[src/hdl/deq_pkg.sv]
// types and constants of the double-ended queue
// used by double_ended_queue and deq_checker; no dependencies
package deq_pkg;

    localparam int CMD_W    = 3;
    localparam int VALUE_W  = 32;
    localparam int COUNT_W  = 5;
    localparam int STATUS_W = 2;

    typedef enum logic [CMD_W-1:0] {
        CMD_PUSH_FRONT = 3'd0,
        CMD_PUSH_BACK  = 3'd1,
        CMD_POP_FRONT  = 3'd2,
        CMD_POP_BACK   = 3'd3,
        CMD_QUERY      = 3'd4
    } t_cmd;

    typedef enum logic [STATUS_W-1:0] {
        ST_OK        = 2'd0,
        ST_OVERFLOW  = 2'd1,
        ST_UNDERFLOW = 2'd2
    } t_status;

    typedef enum logic [1:0] {
        S_IDLE,
        S_READ,
        S_CAP
    } t_state;

endpackage

[src/hdl/deq_ram.sv]
// generic single-write, single-read ram with registered read data
// no dependencies
module deq_ram #(
    parameter int WIDTH = 32,
    parameter int DEPTH = 16,
    localparam int ADDR_W = $clog2(DEPTH)
) (
    input  logic              i_clk,
    input  logic              i_wr_en,
    input  logic [ADDR_W-1:0] i_wr_addr,
    input  logic [WIDTH-1:0]  i_wr_data,
    input  logic [ADDR_W-1:0] i_rd_addr,
    output logic [WIDTH-1:0]  o_rd_data
);

    logic [WIDTH-1:0] r_mem [DEPTH];
    logic [WIDTH-1:0] r_rd_data;

    always_ff @(posedge i_clk) begin
        if (i_wr_en) begin
            r_mem[i_wr_addr] <= i_wr_data;
        end
        r_rd_data <= r_mem[i_rd_addr];
    end

    assign o_rd_data = r_rd_data;

endmodule

[src/hdl/double_ended_queue.sv]
// Bounded double-ended queue of DEPTH entries held in a circular buffer in ram.
// Each input beat carries one command (insert front, insert back, remove front,
// remove back, or query) and yields exactly one output beat with the front and
// back elements after the command (zero when empty), the element count (low
// five bits), empty and full flags and a status: overflow for an insert into a
// full queue, underflow for a remove from an empty one; both leave the state
// unchanged, and undefined command codes behave as a query. Values are stored
// as DATA_WIDTH bits (at most 32 are kept). A command goes through the states
// in order: accept (S_IDLE) updates the front pointer and occupancy and writes
// the slot, S_READ reads front and back through two mirrored ram copies, and
// S_CAP captures the registered ram read into the output register once free. The input
// side is ready again as soon as the result sits in the output register, so a
// new command is taken while the previous result still waits for i_ready.
// No clearing pass is needed after reset: only occupied slots are ever shown.
// depends on deq_pkg and deq_ram
module double_ended_queue #(
    parameter int DEPTH      = 16,
    parameter int DATA_WIDTH = 32
) (
    input  logic                          i_clk,
    input  logic                          i_rst_n,
    // command channel
    input  logic                          i_valid,
    output logic                          o_ready,
    input  logic [deq_pkg::CMD_W-1:0]     i_cmd,
    input  logic [deq_pkg::VALUE_W-1:0]   i_value,
    // result channel
    output logic                          o_valid,
    input  logic                          i_ready,
    output logic [deq_pkg::VALUE_W-1:0]   o_front_value,
    output logic [deq_pkg::VALUE_W-1:0]   o_back_value,
    output logic [deq_pkg::COUNT_W-1:0]   o_count,
    output logic                          o_is_empty,
    output logic                          o_is_full,
    output logic [deq_pkg::STATUS_W-1:0]  o_status
);

    localparam int IDX_W   = $clog2(DEPTH);
    localparam int OCC_W   = $clog2(DEPTH + 1);
    localparam int SUM_W   = IDX_W + 1;
    // bits above the 32-bit input are always zero, so never stored
    localparam int STORE_W = (DATA_WIDTH < deq_pkg::VALUE_W) ? DATA_WIDTH
                                                             : deq_pkg::VALUE_W;

    // control state
    deq_pkg::t_state  r_state, n_state;
    logic [IDX_W-1:0] r_front, n_front;
    logic [OCC_W-1:0] r_occ, n_occ;
    deq_pkg::t_status r_status, n_status;
    logic             r_out_valid;

    // output register
    logic [deq_pkg::VALUE_W-1:0]  r_front_value;
    logic [deq_pkg::VALUE_W-1:0]  r_back_value;
    logic [deq_pkg::COUNT_W-1:0]  r_count;
    logic                         r_is_empty;
    logic                         r_is_full;
    deq_pkg::t_status             r_out_status;

    // handshake and strobes
    logic accept;
    logic ld_out;
    logic wr_en;
    logic [IDX_W-1:0] wr_addr;

    // pointer arithmetic
    logic [IDX_W-1:0] front_dec, front_inc, tail_idx, back_idx;
    logic [SUM_W-1:0] tail_sum;
    logic             occ_full, occ_empty;

    logic [STORE_W-1:0] front_rd, back_rd;

    assign occ_full  = (r_occ == OCC_W'(DEPTH));
    assign occ_empty = (r_occ == '0);

    // neighbors of the front slot, with wrap for any depth
    assign front_dec = (r_front == '0) ? IDX_W'(DEPTH - 1) : r_front - 1'b1;
    assign front_inc = (r_front == IDX_W'(DEPTH - 1)) ? '0 : r_front + 1'b1;

    // first free slot past the back; sum stays below twice the depth
    assign tail_sum = SUM_W'(r_front) + SUM_W'(r_occ);
    assign tail_idx = (tail_sum >= SUM_W'(DEPTH)) ? IDX_W'(tail_sum - SUM_W'(DEPTH))
                                                  : IDX_W'(tail_sum);
    // back element, meaningful only when occupied
    assign back_idx = (tail_idx == '0) ? IDX_W'(DEPTH - 1) : tail_idx - 1'b1;

    // command decode: new pointer, occupancy, status and slot write
    always_comb begin
        n_front  = r_front;
        n_occ    = r_occ;
        n_status = deq_pkg::ST_OK;
        wr_en    = 1'b0;
        wr_addr  = tail_idx;
        case (deq_pkg::t_cmd'(i_cmd))
            deq_pkg::CMD_PUSH_FRONT: begin
                if (occ_full) begin
                    n_status = deq_pkg::ST_OVERFLOW;
                end else begin
                    n_front = front_dec;
                    n_occ   = r_occ + 1'b1;
                    wr_en   = 1'b1;
                    wr_addr = front_dec;
                end
            end
            deq_pkg::CMD_PUSH_BACK: begin
                if (occ_full) begin
                    n_status = deq_pkg::ST_OVERFLOW;
                end else begin
                    n_occ = r_occ + 1'b1;
                    wr_en = 1'b1;
                end
            end
            deq_pkg::CMD_POP_FRONT: begin
                if (occ_empty) begin
                    n_status = deq_pkg::ST_UNDERFLOW;
                end else begin
                    n_front = front_inc;
                    n_occ   = r_occ - 1'b1;
                end
            end
            deq_pkg::CMD_POP_BACK: begin
                if (occ_empty) begin
                    n_status = deq_pkg::ST_UNDERFLOW;
                end else begin
                    n_occ = r_occ - 1'b1;
                end
            end
            default: begin
                // query and undefined codes leave the state alone
            end
        endcase
    end

    // next state
    always_comb begin
        n_state = r_state;
        case (r_state)
            deq_pkg::S_IDLE: begin
                if (i_valid) begin
                    n_state = deq_pkg::S_READ;
                end
            end
            deq_pkg::S_READ: begin
                n_state = deq_pkg::S_CAP;
            end
            deq_pkg::S_CAP: begin
                if (ld_out) begin
                    n_state = deq_pkg::S_IDLE;
                end
            end
            default: begin
                n_state = deq_pkg::S_IDLE;
            end
        endcase
    end

    // state outputs
    always_comb begin
        o_ready = 1'b0;
        ld_out  = 1'b0;
        case (r_state)
            deq_pkg::S_IDLE: begin
                o_ready = 1'b1;
            end
            deq_pkg::S_CAP: begin
                // output register free or emptied this cycle
                ld_out = !r_out_valid || i_ready;
            end
            default: begin
            end
        endcase
    end

    assign accept = i_valid && o_ready;

    always_ff @(posedge i_clk) begin
        if (!i_rst_n) begin
            r_state     <= deq_pkg::S_IDLE;
            r_front     <= '0;
            r_occ       <= '0;
            r_out_valid <= 1'b0;
        end else begin
            r_state <= n_state;
            if (accept) begin
                r_front <= n_front;
                r_occ   <= n_occ;
            end
            if (ld_out) begin
                r_out_valid <= 1'b1;
            end else if (i_ready) begin
                r_out_valid <= 1'b0;
            end
        end
    end

    // payload registers
    always_ff @(posedge i_clk) begin
        if (accept) begin
            r_status <= n_status;
        end
        if (ld_out) begin
            r_front_value <= occ_empty ? '0 : deq_pkg::VALUE_W'(front_rd);
            r_back_value  <= occ_empty ? '0 : deq_pkg::VALUE_W'(back_rd);
            r_count       <= deq_pkg::COUNT_W'(r_occ);
            r_is_empty    <= occ_empty;
            r_is_full     <= occ_full;
            r_out_status  <= r_status;
        end
    end

    // two copies written alike, one read port each: front and back
    deq_ram #(
        .WIDTH (STORE_W),
        .DEPTH (DEPTH)
    ) u_ram_front (
        .i_clk     (i_clk),
        .i_wr_en   (wr_en && accept),
        .i_wr_addr (wr_addr),
        .i_wr_data (i_value[STORE_W-1:0]),
        .i_rd_addr (r_front),
        .o_rd_data (front_rd)
    );

    deq_ram #(
        .WIDTH (STORE_W),
        .DEPTH (DEPTH)
    ) u_ram_back (
        .i_clk     (i_clk),
        .i_wr_en   (wr_en && accept),
        .i_wr_addr (wr_addr),
        .i_wr_data (i_value[STORE_W-1:0]),
        .i_rd_addr (back_idx),
        .o_rd_data (back_rd)
    );

    assign o_valid       = r_out_valid;
    assign o_front_value = r_front_value;
    assign o_back_value  = r_back_value;
    assign o_count       = r_count;
    assign o_is_empty    = r_is_empty;
    assign o_is_full     = r_is_full;
    assign o_status      = r_out_status;

endmodule

[config.mk]
export PLATFORM = sky130hd
export DESIGN_NAME = double_ended_queue
export DESIGN_NICKNAME = d
export VERILOG_FILES = /design/src/hdl/deq_pkg.sv /design/src/hdl/deq_ram.sv /design/src/hdl/double_ended_queue.sv
export SDC_FILE = /design/constraint.sdc
export NUM_CORES = 1
export LEC_CHECK = 0
export BUFFER_PORTS_ARGS = -buffer_cell sky130_fd_sc_hd__buf_4
export CORE_MARGIN = 2
export CORE_UTILIZATION = 63
export CTS_CLUSTER_SIZE = 28
export DETAILED_ROUTE_END_ITERATION = 10
export PLACE_DENSITY_LB_ADDON = 0.12
export SLEW_MARGIN = 30
export SYNTH_ARGS = -nofsm -noshare
export SYNTH_HDL_FRONTEND = slang
export SYNTH_HIERARCHICAL = 1
export SYNTH_SLANG_ARGS = --single-unit
[constraint.sdc]
create_clock -name i_clk -period 5.8 [get_ports i_clk]
set_clock_uncertainty 0.15 [all_clocks]
set_input_delay 0.29 -clock i_clk [delete_from_list [all_inputs] [get_ports i_clk]]
set_output_delay 0.29 -clock i_clk [all_outputs]
set_load 0.02 [all_outputs]
==> results of run 1 <==
==> final cells by class <==
cell class                 count  area, µm²
clock buffer                 151       3120
clock inverter                58        524
timing repair buffer         220       2320
sequential                  1175      34500
multi-input combinational    669       8650
inverter                      15       58.8
tap                          882       1100
fill                        3828      18200
==> critical path, cell delays in order, from the launching register on <==
cell,delay [ps]
dfxtp_4,770
ha_1,300
fa_1,460
inv_1,80
ha_1,190
nand3_1,130
nand2_4,480
buf_12,390
mux4_2,560
a22oi_1,460
nand2_1,130
==> per-stage QoR <==
step	setup WS, ps	utilization	std cells	cell area, µm²
floorplan	970	-	1956	43400
global placement	1510	0.666	2895	45600
detailed placement	1450	0.674	2916	46100
CTS	1420	0.733	3166	50200
global route	1210	0.735	3170	50300
finish	1510	0.735	3170	50300
==> worst min-delay path by stage <==
stage | end | slack [ps] | cells past startpoint
after CTS | o_status[0]$_DFFE_PP_ | 270 | 0
final | o_status[0]$_DFFE_PP_ | 270 | 0
after detailed placement | o_status[0]$_DFFE_PP_ | 270 | 0
after floorplan | u_ram_back/r_mem[0][0]$_DFFE_PP_ | 240 | 0
after global placement | o_status[1]$_DFFE_PP_ | 260 | 0
after global routing | o_status[0]$_DFFE_PP_ | 280 | 0
==> registers in the layout (all words and copies together), names as in the netlist, 2 cells and up <==
name / count
u_ram_back/r_mem: 512
u_ram_front/r_mem: 512
o_back_value: 32
o_front_value: 32
u_ram_back/o_rd_data: 32
u_ram_front/o_rd_data: 32
o_count: 5
r_occ: 5
r_front: 4
o_status: 2
r_state: 2
r_status: 2
==> logic make-up (layout without fill, tap and decap cells) <==
group | count (synthesis) | after routing | share of synthesized area
adder cells (fa/ha/maj) | 11 | 11 | 0.00352
flip-flops | 1175 | 1175 | 0.795
AND/OR/NAND/NOR | 224 | 224 | 0.0262
multiplexers | 259 | 259 | 0.133
XOR/XNOR | 10 | 10 | 0.00202
buffers and inverters | 112 | 444 | 0.0126
AO/OA/AOI/OAI | 165 | 165 | 0.0272
==> per-layer routing <==
| metal | vias to the layer above | share of wire | track usage |
|---|---|---|---|
| li1 | 8598 | - | - |
| met1 | 10888 | 0.40 | 0.379 |
| met2 | 933 | 0.49 | 0.419 |
| met3 | 183 | 0.080 | 0.0574 |
| met4 | 4 | 0.032 | 0.0958 |
| met5 | - | 0.00018 | 0 |
==> repair_timing <==
item,4_1_cts,5_1_grt
endpoints found under the setup margin,0,0
hold buffers,41,0
endpoints found under the hold margin,1039,0
==> synth_stat cells (5+ instances only) <==
master and number:
nand3_1 5, clkbuf_1 37, nand2_1 78, dfxtp_1 76, o21ai_0 6, a22oi_1 128, edfxtp_1 1099, mux4_2 256
ha_1 9, buf_4 25, a21oi_1 16, nor2_1 37, buf_1 19, xnor2_1 10, nor3_1 10, nor2b_1 71
buf_2 14, nand2b_1 6, inv_1 14
==> where the power goes <==
part,switching [mW],leakage [nW],internal (mW),total [mW]
logic,0.824,3.88,0.565,1.39
registers,0.147,10.6,9.48,9.62
clock network,2.98,1.79,4.16,7.14
total,3.95,16.2,14.2,18.2
==> impl_metrics.yaml, run 1 <==
synth:
  synthesis.instances: 1956
  post_synth_instance_area_um2: 43400
  synthDominantCellAreaShare: 0.760
  syn-mean-instance-area_um2: 22.2
  synth-seq-area-share: 0.795
  register_bit_count_reported_by_yosys: 1175
  synthDominantAreaCellType: "edfxtp_1"
  asyncSetResetFlopFracSynth: 0
  number_of_enable_flip_flop_cells_after_synthesis: 1099
  post_synth_num_cell_types: 43
  synth_area_leaders: "edfxtp_1 (76%), mux4_2 (13%), dfxtp_1 (3.5%)"
  synth_nets: 2006
  yosysWarningCount: 6
  synth_ff_type: "edfxtp_1"
detailed_routing:
  vias_post_dr: 20606
  drt-total-wl_mm: 92.4
  routedWlPerCell_um: 29.1
  detail_route.first_pass.iterations: 5
  detail_route.vias_per_cell: 6.50
  drtIter0Drc: 2337
  number_of_drc_violations_after_detailed_routing: 0
  postRouteAntennaNets: 0
clocking:
  max-clock-path-buffers: 3
  post_cts.repair.setup_buffers: 0
  cts.htree.levels: 3
  clk_latency_worst_skew_pair_ps: 670
  cts_buffers: 111
  cts_root_buf: "clkbuf_16"
  cts_tree: "yes"
  postCtsResizedCells: 0
  path_clk_slew_ps: 60
  numClockSinks: 1175
setup_path:
  worst_r2r_end: "u_ram_back/o_rd_data[22]$_DFF_P_"
  end_kind: "register"
  setup.worst_path.class: "reg -> reg"
  r2r.worst_path.cells: 10
  timing.critical_path.fanout_max: 39
  cp.arrival_ps: 4670
  worst-r2r-setup-slack_ps: 1510
  critical_path.startpoint_type: "register"
  worst_ep_required_time_ps: 6180
  critical_path.endpoint: "u_ram_back/o_rd_data[22]$_DFF_P_"
  crit_start: "r_front[0]$_SDFFE_PN0P_"
  worstReg2RegStart: "r_front[0]$_SDFFE_PN0P_"
run:
  drv.max_cap_violation_count: 0
sta:
  setup_viol: 0
  totalNegativeSetupSlack_ps: 0
  worst_slew_pin_slew_ps: 1010
  timing.final.max_slew_violations: 0
  final_hold_viol_count: 0
  period_utilization: 0.739
  max-slew-margin-rel: 0.328
  clock_period_minus_worst_slack_ps: 4290
  clock.fmax_mhz: 233
  finalHoldWorstSlack_ps: 272
  rsz_0062_raised_after_global_routing: "no"
min_path:
  holdCritStartpoint: "r_status[0]$_DFFE_PP_"
  hold_path_class: "reg -> reg"
global_route:
  antenna_violations_before_repair: 3
  overflow: 0
  pin_count_of_the_biggest_net_entering_global_routing: 105
  grtUsageTotal: 0.267
  grt_first_pass_wirelength_mm: 137
  vias_in_the_first_global_route: 21129
floorplan:
  row_count: 96
  dieArea_um2: 71000
  die_height_um: 267
  die_width_um: 267
  area_inside_the_core_boundary_um2: 68500
  top_level_ports: 114
  initial_core_util: 0.634
placed_design:
  place.gp.congestion: 0.781
  place.detailed.hpwl_mm: 53.0
  port-buffer-count: 113
final_layout:
  final_common_cell: "edfxtp_1"
  final_nets: 2242
  antenna-diode-count: 0
  layout_overhead_on_the_synthesized_area_pct: 15.9
  most-common-layout-cells: "edfxtp_1 (1099), mux4_2 (256), buf_4 (147), a22oi_1 (128), clkbuf_16 (115)"
  drive_above_1_share: 0.288
power:
  power_mw: 18.2
  vdd_ir_drop_max_mv: 0.387
  power_density_relative_to_cell_area_nw_per_um2: 361
  p_leak_nw: 16.2
status:
  outcome: "complete, no violations"
Note: power is estimated with default switching activity, not from simulation.
==> inputs of run 2 (changes only) <==
Clock period 5.8 ns to 4.3 ns, I/O delays scaled along.
==> run 2 against run 1 <==
  * Critical path depth is 3 lower
  * Clock power is 36% higher
  * Combinational power is 33% higher
  * Maximum frequency is 18% higher
  * Largest cell class unchanged
  * Worst setup slack worse by 850 ps
  * Sequential share of layout area is 0.12 points lower
  * Critical path type unchanged
  * First-iteration DRC count is 3.9% higher
  * Worst hold slack better by 4.5 ps
  * Die area stayed put
==> impl_metrics.yaml, run 2 (synthesized netlist as in run 1, its figures left out) <==
status:
  outcome: "complete, no violations"
sta:
  final_hold_viol_count: 0
  rsz_0062_raised_after_global_routing: "no"
  worst_slew_pin_slew_ps: 1030
  clock_period_minus_worst_slack_ps: 3640
  timing.final.max_slew_violations: 0
  max-slew-margin-rel: 0.311
  setup_viol: 0
  totalNegativeSetupSlack_ps: 0
  clock.fmax_mhz: 275
  period_utilization: 0.845
clocking:
  max-clock-path-buffers: 3
  clk_latency_worst_skew_pair_ps: 670
  path_clk_slew_ps: 60
  cts_buffers: 111
  cts_root_buf: "clkbuf_16"
  postCtsResizedCells: 0
  numClockSinks: 1175
  cts_tree: "yes"
  cts.htree.levels: 3
floorplan:
  row_count: 96
  die_width_um: 267
  top_level_ports: 114
  die_height_um: 267
  initial_core_util: 0.634
  area_inside_the_core_boundary_um2: 68500
  dieArea_um2: 71000
setup_path:
  worst-r2r-setup-slack_ps: 660
  worstReg2RegStart: "r_occ[1]$_SDFFE_PN0P_"
  timing.critical_path.fanout_max: 32
  end_kind: "register"
  worst_ep_required_time_ps: 4450
  worst_path_max_delay_cell: "mux2i_1"
  setup.worst_path.class: "reg -> reg"
  crit_start: "r_occ[1]$_SDFFE_PN0P_"
  critical_path.startpoint_type: "register"
  path_cells: "or4_1, nor2_2, nor4_2, mux2i_1, nand3_1, nor2_4, buf_4"
  worstPathBufferInverterCount: 1
  crit_path_max_incr_delay_ps: 630
  critical_path.top_delay_family: "simple AND/OR/NAND/NOR gates"
  r2r.worst_path.cells: 7
  cp.arrival_ps: 3780
  worst_r2r_end: "u_ram_back/r_mem[13][11]$_DFFE_PP_"
final_layout:
  final_nets: 2250
  n_fill_cell: 3801
  layout_overhead_on_the_synthesized_area_pct: 16.1
  drive_above_1_share: 0.288
  final_common_cell: "edfxtp_1"
  antenna-diode-count: 0
  most-common-layout-cells: "edfxtp_1 (1099), mux4_2 (256), buf_4 (148), a22oi_1 (128), clkbuf_16 (116)"
  final_util: 0.736
  biggestRegsByFlops: "u_ram_back/r_mem (512), u_ram_front/r_mem (512)"
power:
  vdd_ir_drop_max_mv: 0.383
  p_leak_nw: 16.3
  power_density_relative_to_cell_area_nw_per_um2: 486
placed_design:
  port-buffer-count: 113
  place.detailed.hpwl_mm: 50.3
  place.gp.congestion: 0.789
global_route:
  globalRouteMet1Util: 0.392
  globalRouteMet3Util: 0.0417
  grtUsageTotal: 0.262
  overflow: 0
  pin_count_of_the_biggest_net_entering_global_routing: 52
  antenna_violations_before_repair: 1
  grt_first_pass_wirelength_mm: 135
  vias_in_the_first_global_route: 20753
  met2_usage: 0.415
  busiest_layer: "met2"
run:
  drv.max_cap_violation_count: 0
detailed_routing:
  drtIter0Drc: 2429
  drt-total-wl_mm: 91.0
  number_of_drc_violations_after_detailed_routing: 0
  detail_route.vias_per_cell: 6.49
  vias_post_dr: 20646
  detail_route.first_pass.iterations: 5
  routedWlPerCell_um: 28.6
  postRouteAntennaNets: 0
min_path:
  holdPathEnd: "o_status[0]$_DFFE_PP_"
  holdCritStartpoint: "r_status[0]$_DFFE_PP_"
  hold_path_class: "reg -> reg"
  worst_hold_path.num_cells: 0
## run 2: cell types whose count changed in the layout (fill, tap and decap cells not counted), sizes merged
cell,delta
clkinv,+5
clkinvlp,-5
clkbuf,+3
buf,+6
inv,-2
dlygate4sd3,+2
## run 2: per-stage QoR
stage | hold slack, ps | power [mW] | area [µm²] | std cells | setup WS [ps]
finish | 277 | 24.5 | 50400 | 3179 | 665
detailed placement | 270 | 15.0 | 46300 | 2926 | 724
floorplan | 164 | 14.2 | 43500 | 1956 | 31.4
global placement | 254 | 15.0 | 46100 | 2919 | 486
CTS | 208 | 24.7 | 50400 | 3179 | 694
global route | 258 | 25.2 | 50400 | 3179 | 474
## run 2: what timing repair did
action	4_1_cts	5_1_grt
hold buffers	43	0
hold endpoints to repair	1040	0
buffers inserted	0	0
## run 2: area by class of cell
type / instances / area, µm² / area share
flip-flops and latches: 1175 / 34500 / 0.685
multi-input cells: 669 / 8700 / 0.173
clock buffers: 154 / 3190 / 0.0632
repair buffers: 228 / 2320 / 0.0460
well taps: 882 / 1100 / 0.0219
clock inverters: 56 / 500 / 0.00993
inverters: 15 / 58.8 / 0.00117
## run 2: power by group
group          switching, mW  internal, mW
clock                   4.01          5.69
sequential             0.164          12.8
combinational           1.10         0.750
## run 2: metal layers
metal	routed length, µm	vias up	share of wire
li1	-	8616	-
met1	37500	10925	0.41
met2	45200	967	0.50
met3	6520	138	0.072
met4	1830	0	0.020
met5	0	-	0
## run 2: worst max-delay path by stage
stage	to	slack, ps	depth (start not counted)
finish	u_ram_back/r_mem[13][11]$_DFFE_PP_	660	7
global route	u_ram_back/r_mem[13][8]$_DFFE_PP_	470	7
CTS	u_ram_back/o_rd_data[9]$_DFF_P_	690	8
detailed placement	u_ram_back/r_mem[13][11]$_DFFE_PP_	720	7
global placement	u_ram_back/r_mem[1][10]$_DFFE_PP_	490	6
floorplan	u_ram_back/r_mem[7][0]$_DFFE_PP_	30	7
